`src/hw/rtl/sdbp_ram.sv`:
```
`timescale 1ns / 1ps

module sdbp_ram #(
    parameter int WIDTH = 8,
    parameter int DEPTH = 16
) (
    input  logic                     i_clk,
    input  logic                     i_we,
    input  logic [$clog2(DEPTH)-1:0] i_waddr,
    input  logic [WIDTH-1:0]         i_wdata,
    input  logic [$clog2(DEPTH)-1:0] i_raddr,
    output logic [WIDTH-1:0]         o_rdata
);

    logic [WIDTH-1:0] r_mem [DEPTH];
    logic [WIDTH-1:0] r_rdata;

    always_ff @(posedge i_clk) begin
        if (i_we) begin
            r_mem[i_waddr] <= i_wdata;
        end
        r_rdata <= r_mem[i_raddr];
    end

    assign o_rdata = r_rdata;

endmodule

```
`config.mk`:
```
export PLATFORM = sky130hd
export DESIGN_NAME = sdbp_ram
export DESIGN_NICKNAME = d
export VERILOG_FILES = /design/src/hw/rtl/sdbp_ram.sv
export SDC_FILE = /design/constraint.sdc
export NUM_CORES = 1
export LEC_CHECK = 0
export ABC_AREA = 1
export BUFFER_PORTS_ARGS = -buffer_cell sky130_fd_sc_hd__clkbuf_2
export CORE_ASPECT_RATIO = 0.8
export CORE_MARGIN = 2
export CORE_UTILIZATION = 45
export CTS_CLUSTER_DIAMETER = 120
export CTS_CLUSTER_SIZE = 20
export DETAILED_ROUTE_END_ITERATION = 7
export PLACE_DENSITY = 0.61
export SLEW_MARGIN = 20
export SYNTH_ARGS = -nofsm -noshare
export SYNTH_HDL_FRONTEND = slang
export SYNTH_SLANG_ARGS = --single-unit
```
`constraint.sdc`:
```
create_clock -name i_clk -period 1.25 [get_ports i_clk]
set_input_delay 0 -clock i_clk [delete_from_list [all_inputs] [get_ports i_clk]]
set_output_delay 0 -clock i_clk [all_outputs]
set_load 0.05 [all_outputs]
```
==> results of run 1 <==
==> layer usage <==
layer,vias to the layer above,track usage,part of all wire
met5,-,0,0
met4,0,0.0775,0.013
met3,18,0.0589,0.064
met2,128,0.290,0.45
met1,1851,0.317,0.47
li1,1867,-,-
==> report_power, final <==
part / internal [W] / total (W) / switching, W
Clock: 0.00322 / 0.00498 / 0.00176
Combinational: 0.000204 / 0.000751 / 0.000547
Sequential: 0.00510 / 0.00513 / 0.0000321
==> sequential cells by signal, indices dropped and copies added, names as in the netlist <==
register	flops
r_mem	128
o_rdata	8
==> kinds of logic after synthesis <==
logic type             after synthesis
and+or+nand+nor                    289
DFF                                136
buffers and inverters              126
==> layout by cell type (no fill, tap or decap), drive strengths merged <==
master,netlist,routed
dlygate4sd3,0,1
nand2,173,173
clkbuf,0,48
clkinvlp,0,1
clkinv,0,5
nor2,17,17
edfxtp,128,128
bufinv,0,3
inv,102,102
nand3b,2,2
dfxtp,8,8
nand3,97,97
buf,24,26
==> worst max path at each step <==
| stage | end | slack, ns | cells past startpoint |
|---|---|---|---|
| floorplan | r_mem[10][0] | 0.30 | 2 |
| global placement | o_rdata[0] | 0.06 | 6 |
| detailed placement | o_rdata[3] | 0.07 | 6 |
| CTS | o_rdata[6] | 0.14 | 1 |
| global route | o_rdata[5] | 0.11 | 6 |
| finish | o_rdata[5] | 0.13 | 6 |
==> worst max-delay path: stages (launching register included) <==
cell	delay, ns
edfxtp_1	0.36
inv_1	0.06
nand2_1	0.04
nand3_1	0.08
nand3_1	0.16
nand3_1	0.21
nand2_1	0.09
==> stage by stage <==
stage               power [W]  hold WS, ns  std cells   util
floorplan             0.00568       0.0989        551      -
global placement      0.00596        0.437        749  0.501
detailed placement    0.00597        0.422        749  0.501
CTS                    0.0109       0.0567        782  0.550
global route           0.0112       0.0606        782  0.550
finish                 0.0109       0.0470        782  0.550
==> final cells by class <==
class | count | share of cell area
flip-flops and latches | 136 | 0.590
multi-input cells | 289 | 0.179
clock buffers | 23 | 0.0690
inverters | 102 | 0.0564
repair buffers | 52 | 0.0561
well taps | 171 | 0.0315
clock inverters | 9 | 0.0181
==> out/results.ini, run 1 <==
[clock_tree]
htree_num_levels = 4
root_buffer = clkbuf_16
cts_tree = done
clk_latency_ns = 0.42
cts_buffers = 17
clock_path_buffers = 2
post_cts_resize_count = 0
clkSinkCount = 136
clk_pin_slew_ns = 0.06
postCtsSetupBuffers = 0
postCtsHoldBufs = 1

[logic_synthesis]
synth_top_family_by_area = simple AND/OR/NAND/NOR gates
async_reset_ff_frac = 0
yosysWarnings = 0
syn_area_per_cell_um2 = 10.5
synth_common_cells = nand2_1, edfxtp_1, inv_1
synth_fa_ha_area_frac = 0
synthSimpleGateAreaFrac = 0.210
synth.top_cell.area_share = 0.667
ys_ff_latch = 136
synth_most_common_cell = nand2_1
ys_seq_area_frac = 0.694
synth_cells = 551
synth_edf_count = 128
synth_mux_area_frac = 0
synthXorXnorAreaFrac = 0
synth_cell_types = 12
yosys_most_used_dff = edfxtp_1
synth_area_leaders = edfxtp_1, nand2_1, nand3_1
synth_compound_area_frac = 0
syn_nets = 569
synth_largest_area_cell = edfxtp_1
syn_area_um2 = 5770

[die]
start_util = 0.467
dieHeight_um = 105
coreArea_um2 = 12300
fp.dieArea_um2 = 13700
rows = 36
ios = 26
die_w_um = 131

[worst_setup_path]
cp_max_fo = 1
endpoint_kind = register
required_ns = 1.55
rr_endpoint = o_rdata[5]
worst_ep_arrival_time_ns = 1.42
rrSetupSlack_ns = 0.13
start_kind = register
r2r-start = r_mem[9][5]
worst-r2r-cell-count = 6
crit_start = r_mem[9][5]
crit_type = reg2reg

[finish]
stdcell_area_um2 = 6790
antenna_cells = 0
multi_input_area_um2 = 1210
seq_area_um2 = 4000
syn2layout_area_growth_pct = 17.7
fillerInstances = 1105
nets = 616
drive_gt1_frac = 0.133

[power_and_ir_drop]
leakage_nw = 2.97
ir_drop_mv = 0.929
power.density_nw_per_um2 = 1600

[timing]
period_share = 0.893
tightestPinTransition_ns = 0.545
rsz0062_at_grt = no
relSlewSlack = 0.636
setup_viol = 0
post-route-min-period_ns = 1.12
finalHoldViolations = 0
final_max_slew_viol_count = 0
setup_tns_ns = 0
post-route-worst-setup-slack_ns = 0.133
fmax_mhz = 895
fin_skew_ns = 0.00319

[worst_hold_path]
worstHoldStart = i_wdata[2]
whs_endpoint = r_mem[10][2]
worstHoldPathCells = 1
hold_path_class = in2reg

[grt]
grt_pass1_vias = 3618
grt-ovfl-total = 0
antenna_found_initial = 0
track_usage = 0.210
grt_max_degree = 65
grt_pass1_wl_mm = 20.5

[detailed_routing]
wl_per_cell_um = 16.9
viasPerCell = 4.94
ant_nets = 0
drtIter0Drc = 451
vias = 3864
drt-total-wl_mm = 13.2
drc = 0
firstDrtPassIters = 5

[run_status]
outcome = finished, final reports clean

[placed_design]
globalplace.congestion = 0.812
dpl_worst_slack_ns = 0.0653
io_buffers = 25
dpl-instance-area_um2 = 6180
place_hpwl_mm = 7.98

[job]
drv_cap = 0

Note: power is estimated with default switching activity, not from simulation.
==> run 2, diff against run 1 <==
Settings changed: CELL_PAD_IN_SITES_DETAIL_PLACEMENT set to 1, CELL_PAD_IN_SITES_GLOBAL_PLACEMENT set to 1, CORE_UTILIZATION 45 to 49, PLACE_DENSITY 0.61 to 0.79.
==> out/results.ini, run 2 (synthesis results as in run 1) <==
[clock_tree]
clkSinkCount = 136
clk_pin_slew_ns = 0.06
postCtsHoldBufs = 1
cts_tree = done
post_cts_resize_count = 0
postCtsSetupBuffers = 0
clk_latency_ns = 0.42
cts_buffers = 17
clock_path_buffers = 2
htree_num_levels = 4
root_buffer = clkbuf_16

[timing]
fmax_mhz = 895
final_max_slew_viol_count = 0
tightestPinTransition_ns = 0.367
setup_tns_ns = 0
post-route-min-period_ns = 1.12
setup_viol = 0
rsz0062_at_grt = no
relSlewSlack = 0.755
finalHoldViolations = 0
period_share = 0.894
fin_skew_ns = 0.00607

[worst_setup_path]
cp_cell_sequence = clkbuf_2
crit_type = reg2out
cpMaxStageDelayCell = dfxtp_1
endpoint_kind = output port
start_kind = register
cp_num_buf_inv = 1
worst-r2r-cell-count = 6
required_ns = 1.25
max_stage_delay_ns = 0.39
rrSetupSlack_ns = 0.22
r2r-start = r_mem[2][3]
critPathTopFamily = flip-flops
rr_endpoint = o_rdata[3]
cp_max_fo = 1
worst_ep_arrival_time_ns = 1.12

[grt]
grt_pass1_vias = 4277
antenna_found_initial = 0
top_usage_layer = met2
use_met1 = 0.313
track_usage = 0.251
grt_pass1_wl_mm = 23.1
grt_max_degree = 65
grt-ovfl-total = 0
grtUsageMet2 = 0.433
met3_usage = 0.0579

[job]
drv_cap = 0

[die]
ios = 26
die_w_um = 125
rows = 35
start_util = 0.501
fp.dieArea_um2 = 12700
dieHeight_um = 101
coreArea_um2 = 11500

[power_and_ir_drop]
ir_drop_mv = 1.09
leakage_nw = 2.97
power.density_nw_per_um2 = 1640

[worst_hold_path]
whs_endpoint = r_mem[13][4]
hold_path_class = in2reg
worstHoldPathCells = 1
worstHoldStart = i_wdata[4]

[finish]
final_cell_mix = nand2_1, edfxtp_1, inv_1
antenna_cells = 0
multi_input_area_um2 = 1210
stdcell_area_um2 = 6780
seq_area_um2 = 4000
largest_reg_flops = 128
syn2layout_area_growth_pct = 17.5
top_register = r_mem
fillerInstances = 1253
final_common_cell = nand2_1
nets = 616
drive_gt1_frac = 0.134

[placed_design]
globalplace.congestion = 0.754
place_hpwl_mm = 9.59
dpl-instance-area_um2 = 6160
io_buffers = 25

[detailed_routing]
firstDrtPassIters = 5
drc = 0
wl_per_cell_um = 19.4
viasPerCell = 5.23
vias = 3968
drt-total-wl_mm = 14.7
ant_nets = 0
drtIter0Drc = 257

[run_status]
outcome = finished, final reports clean

run 2: cell count changes in the layout (fill, tap and decap cells not counted), sizes merged:
cell / delta
clkbuf: -6
clkinv: +4
bufinv: +1
clkinvlp: +1
run 2: routing by layer:
layer,part of all wire,routed length (µm),vias up
li1,-,-,1873
met5,0,0,-
met4,0.017,248,0
met2,0.51,7530,98
met3,0.047,693,22
met1,0.42,6240,1975
run 2: cell type report:
| cell class | instances | area share |
|---|---|---|
| tap | 148 | 0.0273 |
| inverter | 102 | 0.0565 |
| sequential | 136 | 0.591 |
| multi-input combinational | 289 | 0.179 |
| timing repair buffer | 52 | 0.0561 |
| clock inverter | 15 | 0.0271 |
| clock buffer | 17 | 0.0628 |
run 2: worst max-delay path by stage:
stage | from | endpoint | depth (start not counted)
3_3_place_gp | i_raddr[0] | o_rdata[4] | 8
5_1_grt | i_raddr[2] | o_rdata[1] | 7
3_5_place_dp | i_raddr[0] | o_rdata[1] | 8
2_1_floorplan | i_waddr[2] | r_mem[10][0] | 2
6_report | o_rdata[0] | o_rdata[0] | 1
4_1_cts | o_rdata[0] | o_rdata[0] | 1
run 2: report_power, final:
part	internal [W]	total, W	switching [W]
registers	0.00510	0.00514	0.0000384
clock network	0.00330	0.00520	0.00190
logic	0.000205	0.000747	0.000541
run 2: through the flow:
stage / instances / worst slack, ns / util / hold slack (ns) / total power, W
3_3_place_gp: 726 / 0.160 / 0.534 / 0.402 / 0.00593
2_1_floorplan: 551 / 0.299 / - / 0.0989 / 0.00568
6_report: 759 / 0.133 / 0.588 / 0.0238 / 0.0111
5_1_grt: 759 / 0.111 / 0.588 / 0.0390 / 0.0114
3_5_place_dp: 726 / 0.0962 / 0.534 / 0.416 / 0.00598
4_1_cts: 759 / 0.125 / 0.588 / 0.0187 / 0.0112
